### src/rtl/kvmc_pkg.sv
// types, constants and lookup tables of the kana voicing-mark composer
// no dependencies
package kvmc_pkg;

  localparam int MaxOut = 8;
  localparam int QueueDepthDefault = 4;

  localparam logic [20:0] MarkDaku    = 21'h3099;
  localparam logic [20:0] MarkHandaku = 21'h309A;

  // bytes produced by one input byte, sent in order
  typedef struct packed {
    logic [MaxOut-1:0][7:0] data;
    logic [3:0]             count;
    logic                   last;
  } kvmc_bundle_t;

  typedef struct packed {
    logic not_empty;
    logic full;
  } kvmc_q_status_t;

  // code point length from the lead byte alone
  function automatic logic [2:0] lead_length(input logic [7:0] b);
    logic [2:0] len;
    if (b[7] == 1'b0) len = 3'd1;
    else if (b[7:5] == 3'b110) len = 3'd2;
    else if (b[7:4] == 4'b1110) len = 3'd3;
    else if (b[7:3] == 5'b11110) len = 3'd4;
    else len = 3'd1;
    return len;
  endfunction

  // base kana to dakuten form, zero when there is none
  function automatic logic [15:0] daku_lookup(input logic [20:0] v);
    logic [15:0] c;
    unique case (v)
      21'h304B: c = 16'h304C;
      21'h304D: c = 16'h304E;
      21'h304F: c = 16'h3050;
      21'h3051: c = 16'h3052;
      21'h3053: c = 16'h3054;
      21'h3055: c = 16'h3056;
      21'h3057: c = 16'h3058;
      21'h3059: c = 16'h305A;
      21'h305B: c = 16'h305C;
      21'h305D: c = 16'h305E;
      21'h305F: c = 16'h3060;
      21'h3061: c = 16'h3062;
      21'h3064: c = 16'h3065;
      21'h3066: c = 16'h3067;
      21'h3068: c = 16'h3069;
      21'h306F: c = 16'h3070;
      21'h3072: c = 16'h3073;
      21'h3075: c = 16'h3076;
      21'h3078: c = 16'h3079;
      21'h307B: c = 16'h307C;
      21'h3046: c = 16'h3094;
      21'h30AB: c = 16'h30AC;
      21'h30AD: c = 16'h30AE;
      21'h30AF: c = 16'h30B0;
      21'h30B1: c = 16'h30B2;
      21'h30B3: c = 16'h30B4;
      21'h30B5: c = 16'h30B6;
      21'h30B7: c = 16'h30B8;
      21'h30B9: c = 16'h30BA;
      21'h30BB: c = 16'h30BC;
      21'h30BD: c = 16'h30BE;
      21'h30BF: c = 16'h30C0;
      21'h30C1: c = 16'h30C2;
      21'h30C4: c = 16'h30C5;
      21'h30C6: c = 16'h30C7;
      21'h30C8: c = 16'h30C9;
      21'h30CF: c = 16'h30D0;
      21'h30D2: c = 16'h30D3;
      21'h30D5: c = 16'h30D6;
      21'h30D8: c = 16'h30D9;
      21'h30DB: c = 16'h30DC;
      21'h30A6: c = 16'h30F4;
      21'h30EF: c = 16'h30F7;
      21'h30F0: c = 16'h30F8;
      21'h30F1: c = 16'h30F9;
      21'h30F2: c = 16'h30FA;
      default:  c = 16'h0000;
    endcase
    return c;
  endfunction

  // base kana to handakuten form, zero when there is none
  function automatic logic [15:0] handaku_lookup(input logic [20:0] v);
    logic [15:0] c;
    unique case (v)
      21'h306F: c = 16'h3071;
      21'h3072: c = 16'h3074;
      21'h3075: c = 16'h3077;
      21'h3078: c = 16'h307A;
      21'h307B: c = 16'h307D;
      21'h30CF: c = 16'h30D1;
      21'h30D2: c = 16'h30D4;
      21'h30D5: c = 16'h30D7;
      21'h30D8: c = 16'h30DA;
      21'h30DB: c = 16'h30DD;
      default:  c = 16'h0000;
    endcase
    return c;
  endfunction

endpackage

### src/rtl/kvmc_front.sv
// front part: gathers code points, composes kana with voicing marks,
// and forms the byte bundle for each input byte; uses kvmc_pkg
module kvmc_front (
  input  logic                  clk,
  input  logic                  rst,
  input  logic                  accept,
  input  logic [7:0]            in_byte,
  input  logic                  in_last,
  output logic                  push,
  output kvmc_pkg::kvmc_bundle_t bundle
);
  import kvmc_pkg::*;

  logic [3:0][7:0] held_bytes, held_bytes_next;
  logic [2:0]      held_count, held_count_next;
  logic [20:0]     held_value, held_value_next;
  logic [2:0][7:0] partial_bytes, partial_bytes_next;
  logic [1:0]      partial_count, partial_count_next;
  logic [2:0]      expected_length, expected_length_next;
  logic [2:0]      bytes_seen, bytes_seen_next;

  logic [2:0]      exp_len;
  logic            complete;
  logic [3:0][7:0] seq;
  logic [20:0]     cp;
  logic            is_mark;
  logic [15:0]     composed;
  logic            compose;
  logic [3:0][7:0] seg1, seg2;
  logic [3:0]      c1, c2;
  logic [3:0]      j;

  // length and completion of the code point being gathered
  always_comb begin
    exp_len  = (partial_count == 2'd0) ? lead_length(in_byte) : expected_length;
    complete = ({1'b0, partial_count} + 3'd1) >= exp_len;
  end

  // gathered bytes with the new byte in place
  always_comb begin
    for (int i = 0; i < 3; i++) begin
      if (i < int'(partial_count)) seq[i] = partial_bytes[i];
      else if (i == int'(partial_count)) seq[i] = in_byte;
      else seq[i] = 8'h00;
    end
    seq[3] = (partial_count == 2'd3) ? in_byte : 8'h00;
  end

  // code point value by length
  always_comb begin
    unique case (exp_len)
      3'd2:    cp = {10'd0, seq[0][4:0], seq[1][5:0]};
      3'd3:    cp = {5'd0, seq[0][3:0], seq[1][5:0], seq[2][5:0]};
      3'd4:    cp = {seq[0][2:0], seq[1][5:0], seq[2][5:0], seq[3][5:0]};
      default: cp = {13'd0, seq[0]};
    endcase
  end

  // composition with the held kana
  always_comb begin
    is_mark  = (cp == MarkDaku) || (cp == MarkHandaku);
    composed = (cp == MarkHandaku) ? handaku_lookup(held_value) : daku_lookup(held_value);
    compose  = complete && (held_count != 3'd0) && is_mark && (composed != 16'h0000);
  end

  // next state of held and partial code points
  always_comb begin
    held_bytes_next      = held_bytes;
    held_count_next      = held_count;
    held_value_next      = held_value;
    partial_bytes_next   = partial_bytes;
    partial_count_next   = partial_count;
    expected_length_next = exp_len;
    bytes_seen_next      = (bytes_seen < 3'd6) ? bytes_seen + 3'd1 : bytes_seen;
    if (complete) begin
      partial_count_next   = 2'd0;
      expected_length_next = 3'd0;
      if (compose) begin
        held_bytes_next[0] = {4'hE, composed[15:12]};
        held_bytes_next[1] = {2'b10, composed[11:6]};
        held_bytes_next[2] = {2'b10, composed[5:0]};
        held_value_next    = {5'd0, composed};
      end else begin
        held_bytes_next = seq;
        held_count_next = exp_len;
        held_value_next = cp;
      end
    end else begin
      for (int i = 0; i < 3; i++) begin
        if (i == int'(partial_count)) partial_bytes_next[i] = in_byte;
      end
      partial_count_next = partial_count + 2'd1;
    end
  end

  // two segments of output bytes for this input byte
  always_comb begin
    seg1 = held_bytes;
    if (complete) begin
      c1   = compose ? 4'd0 : {1'b0, held_count};
      seg2 = held_bytes_next;
      c2   = in_last ? {1'b0, held_count_next} : 4'd0;
    end else begin
      c1   = in_last ? {1'b0, held_count} : 4'd0;
      seg2 = {8'h00, partial_bytes_next};
      c2   = (in_last && bytes_seen_next < 3'd6) ? {2'b00, partial_count_next} : 4'd0;
    end
  end

  // pack the segments into one bundle
  always_comb begin
    j = 4'd0;
    for (int i = 0; i < MaxOut; i++) begin
      j = 4'(i) - c1;
      if (4'(i) < c1) bundle.data[i] = seg1[2'(i)];
      else if (j < c2) bundle.data[i] = seg2[j[1:0]];
      else bundle.data[i] = 8'h00;
    end
    bundle.count = c1 + c2;
    bundle.last  = in_last;
    push         = accept && (bundle.count != 4'd0);
  end

  // state registers, cleared at the end of each string
  always_ff @(posedge clk) begin
    if (rst) begin
      held_count      <= 3'd0;
      partial_count   <= 2'd0;
      expected_length <= 3'd0;
      bytes_seen      <= 3'd0;
    end else if (accept) begin
      held_bytes    <= held_bytes_next;
      held_value    <= held_value_next;
      partial_bytes <= partial_bytes_next;
      if (in_last) begin
        held_count      <= 3'd0;
        partial_count   <= 2'd0;
        expected_length <= 3'd0;
        bytes_seen      <= 3'd0;
      end else begin
        held_count      <= held_count_next;
        partial_count   <= partial_count_next;
        expected_length <= expected_length_next;
        bytes_seen      <= bytes_seen_next;
      end
    end
  end

endmodule

### src/rtl/kvmc_queue.sv
// bundle queue between the front and back parts
// uses kvmc_pkg
module kvmc_queue #(
  parameter int Depth = kvmc_pkg::QueueDepthDefault
) (
  input  logic                   clk,
  input  logic                   rst,
  input  logic                   push,
  input  kvmc_pkg::kvmc_bundle_t push_data,
  input  logic                   pop,
  output kvmc_pkg::kvmc_bundle_t head,
  output kvmc_pkg::kvmc_q_status_t status
);
  import kvmc_pkg::*;

  localparam int PtrW = (Depth > 1) ? $clog2(Depth) : 1;
  localparam int CntW = $clog2(Depth + 1);
  localparam logic [PtrW-1:0] LastPtr = PtrW'(Depth - 1);

  kvmc_bundle_t    slots [Depth];
  logic [PtrW-1:0] wr_ptr, rd_ptr;
  logic [CntW-1:0] fill;

  assign head             = slots[rd_ptr];
  assign status.not_empty = (fill != '0);
  assign status.full      = (fill == CntW'(Depth));

  // storage
  always_ff @(posedge clk) begin
    if (push) slots[wr_ptr] <= push_data;
  end

  // pointers and fill level
  always_ff @(posedge clk) begin
    if (rst) begin
      wr_ptr <= '0;
      rd_ptr <= '0;
      fill   <= '0;
    end else begin
      if (push) wr_ptr <= (wr_ptr == LastPtr) ? '0 : wr_ptr + 1'b1;
      if (pop)  rd_ptr <= (rd_ptr == LastPtr) ? '0 : rd_ptr + 1'b1;
      if (push && !pop) fill <= fill + 1'b1;
      else if (pop && !push) fill <= fill - 1'b1;
    end
  end

endmodule

### src/rtl/kvmc_back.sv
// back part: while out_tready is high, sends the bytes of each bundle one item per cycle
// uses kvmc_pkg
module kvmc_back (
  input  logic                     clk,
  input  logic                     rst,
  input  kvmc_pkg::kvmc_bundle_t   head,
  input  kvmc_pkg::kvmc_q_status_t status,
  output logic                     pop,
  output logic                     out_tvalid,
  input  logic                     out_tready,
  output logic [7:0]               out_tdata,  // out_byte
  output logic                     out_tlast   // out_last
);
  import kvmc_pkg::*;

  kvmc_bundle_t cur;
  logic         cur_valid;
  logic [2:0]   idx;
  logic         at_end, take, done;

  // output item from the current bundle
  always_comb begin
    at_end     = ({1'b0, idx} == (cur.count - 4'd1));
    out_tvalid = cur_valid;
    out_tdata  = cur.data[idx];
    out_tlast  = cur.last && at_end;
    take       = cur_valid && out_tready;
    done       = take && at_end;
    pop        = (!cur_valid || done) && status.not_empty;
  end

  // bundle register and byte index
  always_ff @(posedge clk) begin
    if (rst) begin
      cur_valid <= 1'b0;
      idx       <= 3'd0;
    end else if (pop) begin
      cur_valid <= 1'b1;
      idx       <= 3'd0;
    end else if (done) begin
      cur_valid <= 1'b0;
    end else if (take) begin
      idx <= idx + 3'd1;
    end
  end

  always_ff @(posedge clk) begin
    if (pop) cur <= head;
  end

endmodule

### src/rtl/kana_voicing_mark_composer.sv
// Input takes one byte per cycle whenever the bundle queue has room.
// Bytes of a code point leave once the next code point completes or the
// string ends, by way of the queue and then the back part's bundle register.
// Output sends one byte per cycle while ready, set by the back part's byte index.
// Synchronous reset empties the queue and clears the gathering counters.
module kana_voicing_mark_composer #(
  parameter int QueueDepth = kvmc_pkg::QueueDepthDefault
) (
  input  logic       clk,
  input  logic       rst,
  input  logic       in_tvalid,
  output logic       in_tready,
  input  logic [7:0] in_tdata,   // in_byte
  input  logic       in_tlast,   // in_last
  output logic       out_tvalid,
  input  logic       out_tready,
  output logic [7:0] out_tdata,  // out_byte
  output logic       out_tlast   // out_last
);
  import kvmc_pkg::*;

  kvmc_bundle_t   push_bundle, head;
  kvmc_q_status_t q_status;
  logic           accept, push, pop;

  assign in_tready = !q_status.full;
  assign accept    = in_tvalid && in_tready;

  kvmc_front u_front (
    .clk     (clk),
    .rst     (rst),
    .accept  (accept),
    .in_byte (in_tdata),
    .in_last (in_tlast),
    .push    (push),
    .bundle  (push_bundle)
  );

  kvmc_queue #(.Depth(QueueDepth)) u_queue (
    .clk       (clk),
    .rst       (rst),
    .push      (push),
    .push_data (push_bundle),
    .pop       (pop),
    .head      (head),
    .status    (q_status)
  );

  kvmc_back u_back (
    .clk        (clk),
    .rst        (rst),
    .head       (head),
    .status     (q_status),
    .pop        (pop),
    .out_tvalid (out_tvalid),
    .out_tready (out_tready),
    .out_tdata  (out_tdata),
    .out_tlast  (out_tlast)
  );

endmodule

### config.mk
export PLATFORM = sky130hd
export DESIGN_NAME = kana_voicing_mark_composer
export DESIGN_NICKNAME = d
export VERILOG_FILES = /design/src/rtl/kvmc_pkg.sv /design/src/rtl/kvmc_front.sv /design/src/rtl/kvmc_queue.sv /design/src/rtl/kvmc_back.sv /design/src/rtl/kana_voicing_mark_composer.sv
export SDC_FILE = /design/constraint.sdc
export NUM_CORES = 1
export LEC_CHECK = 0
export ABC_AREA = 1
export BUFFER_PORTS_ARGS = -buffer_cell sky130_fd_sc_hd__clkbuf_2
export CAP_MARGIN = 0
export CORE_MARGIN = 1
export CORE_UTILIZATION = 33
export CTS_BUF_LIST = sky130_fd_sc_hd__clkbuf_4
export DETAILED_ROUTE_END_ITERATION = 7
export HOLD_SLACK_MARGIN = 0.05
export PLACE_DENSITY = 0.57
export SLEW_MARGIN = 30
export SYNTH_ARGS = -nofsm -noshare
export SYNTH_HDL_FRONTEND = slang
export SYNTH_SLANG_ARGS = --single-unit
### constraint.sdc
create_clock -name clk -period 17.2 [get_ports clk]
set_input_delay 2.58 -clock clk [delete_from_list [all_inputs] [get_ports clk]]
set_output_delay 2.58 -clock clk [all_outputs]
set_load 0.005 [all_outputs]
---- Word level (Yosys, flattened, before mapping) ----
Memories as Yosys holds them, arrays and structs flattened. A register that Yosys moved wholly into a read port is not among the register bits.
Cells that the tools add are included.
word-level totals
  bits in registers ....................... 99
  RAM bits ................................ 276
  input bits .............................. 13
  output and inout bits ................... 11
  word-level logic and storage cells ...... 243
  memories ................................ 1
memory list
  name           depth  width  read ports  clocked after memory_dff  write ports  line              source
  u_queue.slots  4      69     1           1                         1            kvmc_queue.sv:20  kvmc_bundle_t slots [Depth];
cells by class
  add/sub/neg operators ................... 18
  magnitude comparators ................... 31
  equality and inequality tests ........... 61
  mux-type cells .......................... 82
  bitwise gates (word level) .............. 2
  reduce and logical (&&, ||, !) cells .... 30
operator list
  operator                                                    number
  equality test 21 x 14 -> 1 bit, second input constant       48
  one-hot mux 14 bit (46 select lines)                        1
  2-to-1 mux 8 bit                                            36
  one-hot mux 14 bit (10 select lines)                        1
  binary-select mux 8 bit (select 2 bit)                      8
  2-to-1 mux 32 bit                                           2
  one-hot mux 21 bit (3 select lines)                         1
  2-to-1 mux 3 bit                                            17
  2-to-1 mux 24 bit                                           2
  less-than comparator 4 bit                                  8
  binary-select mux 8 bit (select 3 bit)                      1
  less-than comparator 2 x 3 -> 1 bit, second input constant  8
  less-than comparator 3 x 4 -> 1 bit, first input constant   4
  2-to-1 mux 16 bit                                           1
  nonzero test 16 bit                                         1
  subtractor 3 x 4 -> 4 bit, first input constant             4
  2-to-1 mux 14 bit                                           1
  logical AND 1 bit                                           12
  2-to-1 mux 2 bit                                            5
  adder 3 x 1 -> 3 bit, second input constant                 3
  equality test 3 bit, second input constant                  3
  less-than comparator 1 x 4 -> 1 bit, first input constant   2
  less-than comparator 2 x 4 -> 1 bit, first input constant   2
  2-to-1 mux 4 bit                                            2
  29 further kinds                                            51

---- Logic depth before layout (Yosys ltp) ----
  depth after elaboration ................. 23
  gate-level depth with buffers ........... 39
  depth with buffers taken out ............ 38

---- Modules after synthesis ----
From an unflattened synthesis, not the netlist that was laid out.
second synthesis, totals
  cells, all modules ...................... 2359
  area, all modules ....................... 22506.6 µm²
modules (own cells, without submodules)
  module                      times used  cells an instance  area an instance (µm²)  sequential area each (µm²)
  kvmc_queue                  1           727                10697.8                 8468.1
  kvmc_front                  1           1383               8824.7                  2292.2
  kvmc_back                   1           246                2970.3                  2152.1
  kana_voicing_mark_composer  1           3                  13.8                    0.0

---- Worst setup path before layout ----
Ideal clock, no wire load.
  kind .................................... in2reg
  from .................................... in in_tdata[4]
  to ...................................... mem u_queue.slots[0][0] (netlist name), enable pin
  setup time .............................. 0.497 ns
  arrival time ............................ 8.625 ns
  required time ........................... 16.703 ns
  path slack .............................. 8.078 ns
  stages on the path ...................... 25
  buffers on the path ..................... 1
  cells stage by stage .................... nand2_1 > inv_1 > nor2_2 > nor2_4 > buf_2 > ha_1 > nand2_1 > nor2_1 > a211oi_1 > nand2_1 > o31ai_1 > nor2_1 > nand2_4 > nor2_8 > nand2_8 > nand2_2 > inv_2 > o21ai_0 > o21ai_0 > ha_1 > fa_1 > nor2_1 > nand3_1 > nand2_1 > nor2_1
RTL lines
  what             line                              source
  start, declared  kana_voicing_mark_composer.sv:13  input logic [7:0] in_tdata,
  end, declared    kvmc_queue.sv:20

==> out/results.ini <==
[placement]
place_hpwl_mm=43.7
postPlaceCellArea_mm2=0.0230
portBuffers=23
gp_congestion=0.906

[routing]
wirelength_mm=66.3
wl_per_cell_um=19.9
dr.pass1.iters=7
ant_nets=0
drtIter0Drc=1527
avgViaCountPerCell=5.27
drc_errors=4
vias=17600

[critical_path]
crit_required_ns=17.68
worst_setup_path_start_kind=primary input
path_class=in -> reg
worstSetupEndpoint=u_queue.slots[3][31]$_DFFE_PP_
r2r-end=u_queue.slots[3][31]$_DFFE_PP_
critPathArrivalTime_ns=9.25
setup.worst_path.end_class=flop
path_max_fanout=64
reg2regPathDepth=25
regToRegSetupSlack_ns=8.95
startpoint=in_tdata[6]
r2r_start=u_front.partial_count[1]$_SDFFE_PP0P_

[die]
pin_count=24
fp.dieH_um=261
core_mm2=0.0660
initial_core_util_pct=33.5
chipWidth_um=261
die_area_mm2=0.0679
std_cell_rows=94

[layout]
final_nets=2436
stdcell_area_mm2=0.0244
areaGrowthSynthToFinish_pct=10.6
drive_gt1_share_pct=11.4
fill_cells=6684

[synth]
seq_area_frac_synth_pct=58.3
syn_area_mm2=0.0221
synth.avg_cell_area_um2=9.47
yosys_warnings=0
async_flop_share_pct=0
synth_nets=2388
synthDistinctLibCells=49
synth-main-ff-cell=edfxtp_1
ys_ff_latch=436
syn_inst=2330
synth_edf_count=414

[pwr]
ir_drop_mv=0.0735
power_mw=3.10
p_leak_nw=9.74
power.density_mw_per_mm2=127

[worst_hold_path]
holdPathStages=1
hp-class=reg -> reg

[clock_tree]
cts-htree-levels=3
clock-root-buffer=clkbuf_4
tritoncts=done
clk_pin_slew_ns=0.06
cts_hold_repair.buffers=0
post_cts_buffers=0
clock_sinks=436
cts_resized=0
numCtsBuffers=112
clk_latency_ns=0.87
cts_buffer_depth=3

[global_route]
grt-ovfl-total=0
grt_max_degree=104
grt_pass1_vias=16900
antenna_found_initial=3
grt_pass1_wl_mm=101
grt.total_usage_pct=19.5

[run_status]
status=finished, violations left
violations=design-rule violations

[sta]
fin_tns_setup_ns=0
rsz0062_at_grt=false
skew_ns=0.0389
relSlewSlack_pct=31.1
max_freq_mhz=114
slew_viol_final=0
period_share_pct=50.9
setup_viol_count_final=0
worst-slew-pin-transition_ns=1.02
hold_viol=0
min_period_ns=8.76

[job]
max-cap-violations=0

worst min path at each step:
| stage | to | from | slack (ns) |
|---|---|---|---|
| after global routing | u_front.bytes_seen[0]$_SDFFE_PP0P_ | u_front.bytes_seen[0]$_SDFFE_PP0P_ | 0.50 |
| final | u_front.bytes_seen[0]$_SDFFE_PP0P_ | u_front.bytes_seen[0]$_SDFFE_PP0P_ | 0.47 |
| after global placement | u_front.bytes_seen[0]$_SDFFE_PP0P_ | u_front.bytes_seen[0]$_SDFFE_PP0P_ | 0.45 |
| after detailed placement | u_front.bytes_seen[0]$_SDFFE_PP0P_ | u_front.bytes_seen[0]$_SDFFE_PP0P_ | 0.46 |
| after floorplan | u_front.bytes_seen[0]$_SDFFE_PP0P_ | u_front.bytes_seen[0]$_SDFFE_PP0P_ | 0.43 |
| after CTS | u_front.bytes_seen[0]$_SDFFE_PP0P_ | u_front.bytes_seen[0]$_SDFFE_PP0P_ | 0.47 |
final cells by class:
class	count	area, um^2	share of cell area [%]
Antenna cell	3	7.51	0.0307
Clock buffer	165	1240	5.07
Clock inverter	37	169	0.692
Inverter	179	674	2.76
Multi-Input combinational cell	1605	8090	33.1
Sequential cell	436	12900	52.7
Tap cell	864	1080	4.43
Timing Repair Buffer	44	280	1.15
power breakdown:
group	switching, mW	internal [mW]
Sequential	0.0721	1.41
Combinational	0.549	0.193
Clock	0.432	0.440
registers in the layout, indices dropped and copies added, names as in the netlist:
| signal | count |
|---|---|
| u_front.partial_bytes | 24 |
| u_front.held_count | 3 |
| u_front.partial_count | 2 |
| u_queue.slots | 276 |
| u_queue.rd_ptr | 2 |
| u_queue.wr_ptr | 2 |
| u_back.cur | 69 |
| u_back.out_tvalid | 1 |
| u_front.bytes_seen | 3 |
| u_queue.fill | 3 |
| u_front.expected_length | 3 |
| u_front.held_value | 21 |
| u_front.held_bytes | 24 |
| u_back.idx | 3 |
synthesized netlist by cell type, types with 5 or more instances:
cell	number	share of area, %
dfxtp_1	22	2.0
nor2_1	355	6.0
a31oi_1	9	0.26
edfxtp_1	414	56
o211ai_1	7	0.24
nand2_1	416	7.1
inv_2	8	0.14
inv_1	168	2.9
nor2_2	6	0.17
nor3_1	16	0.36
a211oi_1	8	0.27
ha_1	42	2.4
buf_2	11	0.25
nand3_1	218	4.9
and2_1	8	0.23
clkbuf_1	78	1.3
nand3_2	5	0.23
o2111a_1	7	0.36
nand2_2	11	0.31
buf_1	10	0.17
nor4_1	6	0.17
o21ai_1	5	0.11
o21ai_0	256	5.8
nand4_1	54	1.5
a21oi_1	40	0.91
buf_6	8	0.41
nand3b_1	5	0.17
o22ai_1	88	2.5
cell usage in the layout, fill, tap and decap left out, types with 5 or more instances in the layout:
cell type,instances
a211oi_1,7
a21oi_1,40
a31oi_1,9
and2_1,8
buf_4,19
clkbuf_2,23
clkbuf_4,165
clkinv_1,33
dfxtp_1,20
edfxtp_1,414
ha_1,42
inv_1,166
inv_2,11
nand2_1,415
nand2_2,12
nand3_1,218
nand3_2,5
nand3b_1,5
nand4_1,54
nor2_1,349
nor2_2,6
nor2_4,10
nor3_1,15
nor4_1,6
o2111a_1,7
o211ai_1,7
o21ai_0,256
o21ai_1,5
o22ai_1,88
worst max-delay path, stage by stage:
cell	delay, ns
clkbuf_2	0.17
nand2_1	0.09
nor2_1	0.11
nand2_1	0.07
nand2_2	0.38
inv_2	0.26
ha_1	0.35
nand3_1	0.08
nand2_2	0.07
buf_4	0.50
o31ai_1	0.22
nor2_1	0.23
nand2_4	0.09
nor2_8	0.17
nand2_8	0.18
nand2_2	0.26
inv_2	0.12
o21ai_0	0.25
o21ai_0	0.21
ha_1	0.29
fa_1	0.57
nor2_1	0.07
nand3_1	0.08
nand2_1	0.29
nor2_4	0.71
buf_4	0.76
metal layers:
| layer | vias up | wire, um | GRT usage, % |
|---|---|---|---|
| met5 | - | 0 | 0 |
| met4 | 0 | 1900 | 6.94 |
| met3 | 125 | 4120 | 3.71 |
| met2 | 631 | 29600 | 29.7 |
| met1 | 8468 | 30700 | 27.6 |
| li1 | 8357 | - | - |
through the flow:
step	setup WS (ns)	instances	hold slack, ns	util (%)
2_1_floorplan	8.08	2330	0.435	-
3_5_place_dp	7.54	3128	0.460	34.9
5_1_grt	7.88	3332	0.496	37.0
3_3_place_gp	7.74	3128	0.451	34.8
6_report	8.44	3333	0.470	37.0
4_1_cts	8.49	3330	0.471	37.0
logic make-up (layout without fill, tap and decap cells):
family	after synthesis	count (layout)	synth area share [%]
AND/OR/NAND/NOR	1118	1118	22.3
other	0	3	0
adder cells (fa/ha/maj)	45	45	2.65
buffers and inverters	289	425	5.30
flip-flops	436	436	58.3
AO/OA/AOI/OAI	437	437	11.2
XOR/XNOR	5	5	0.198
No activity file was read; power rests on OpenSTA's default activity.
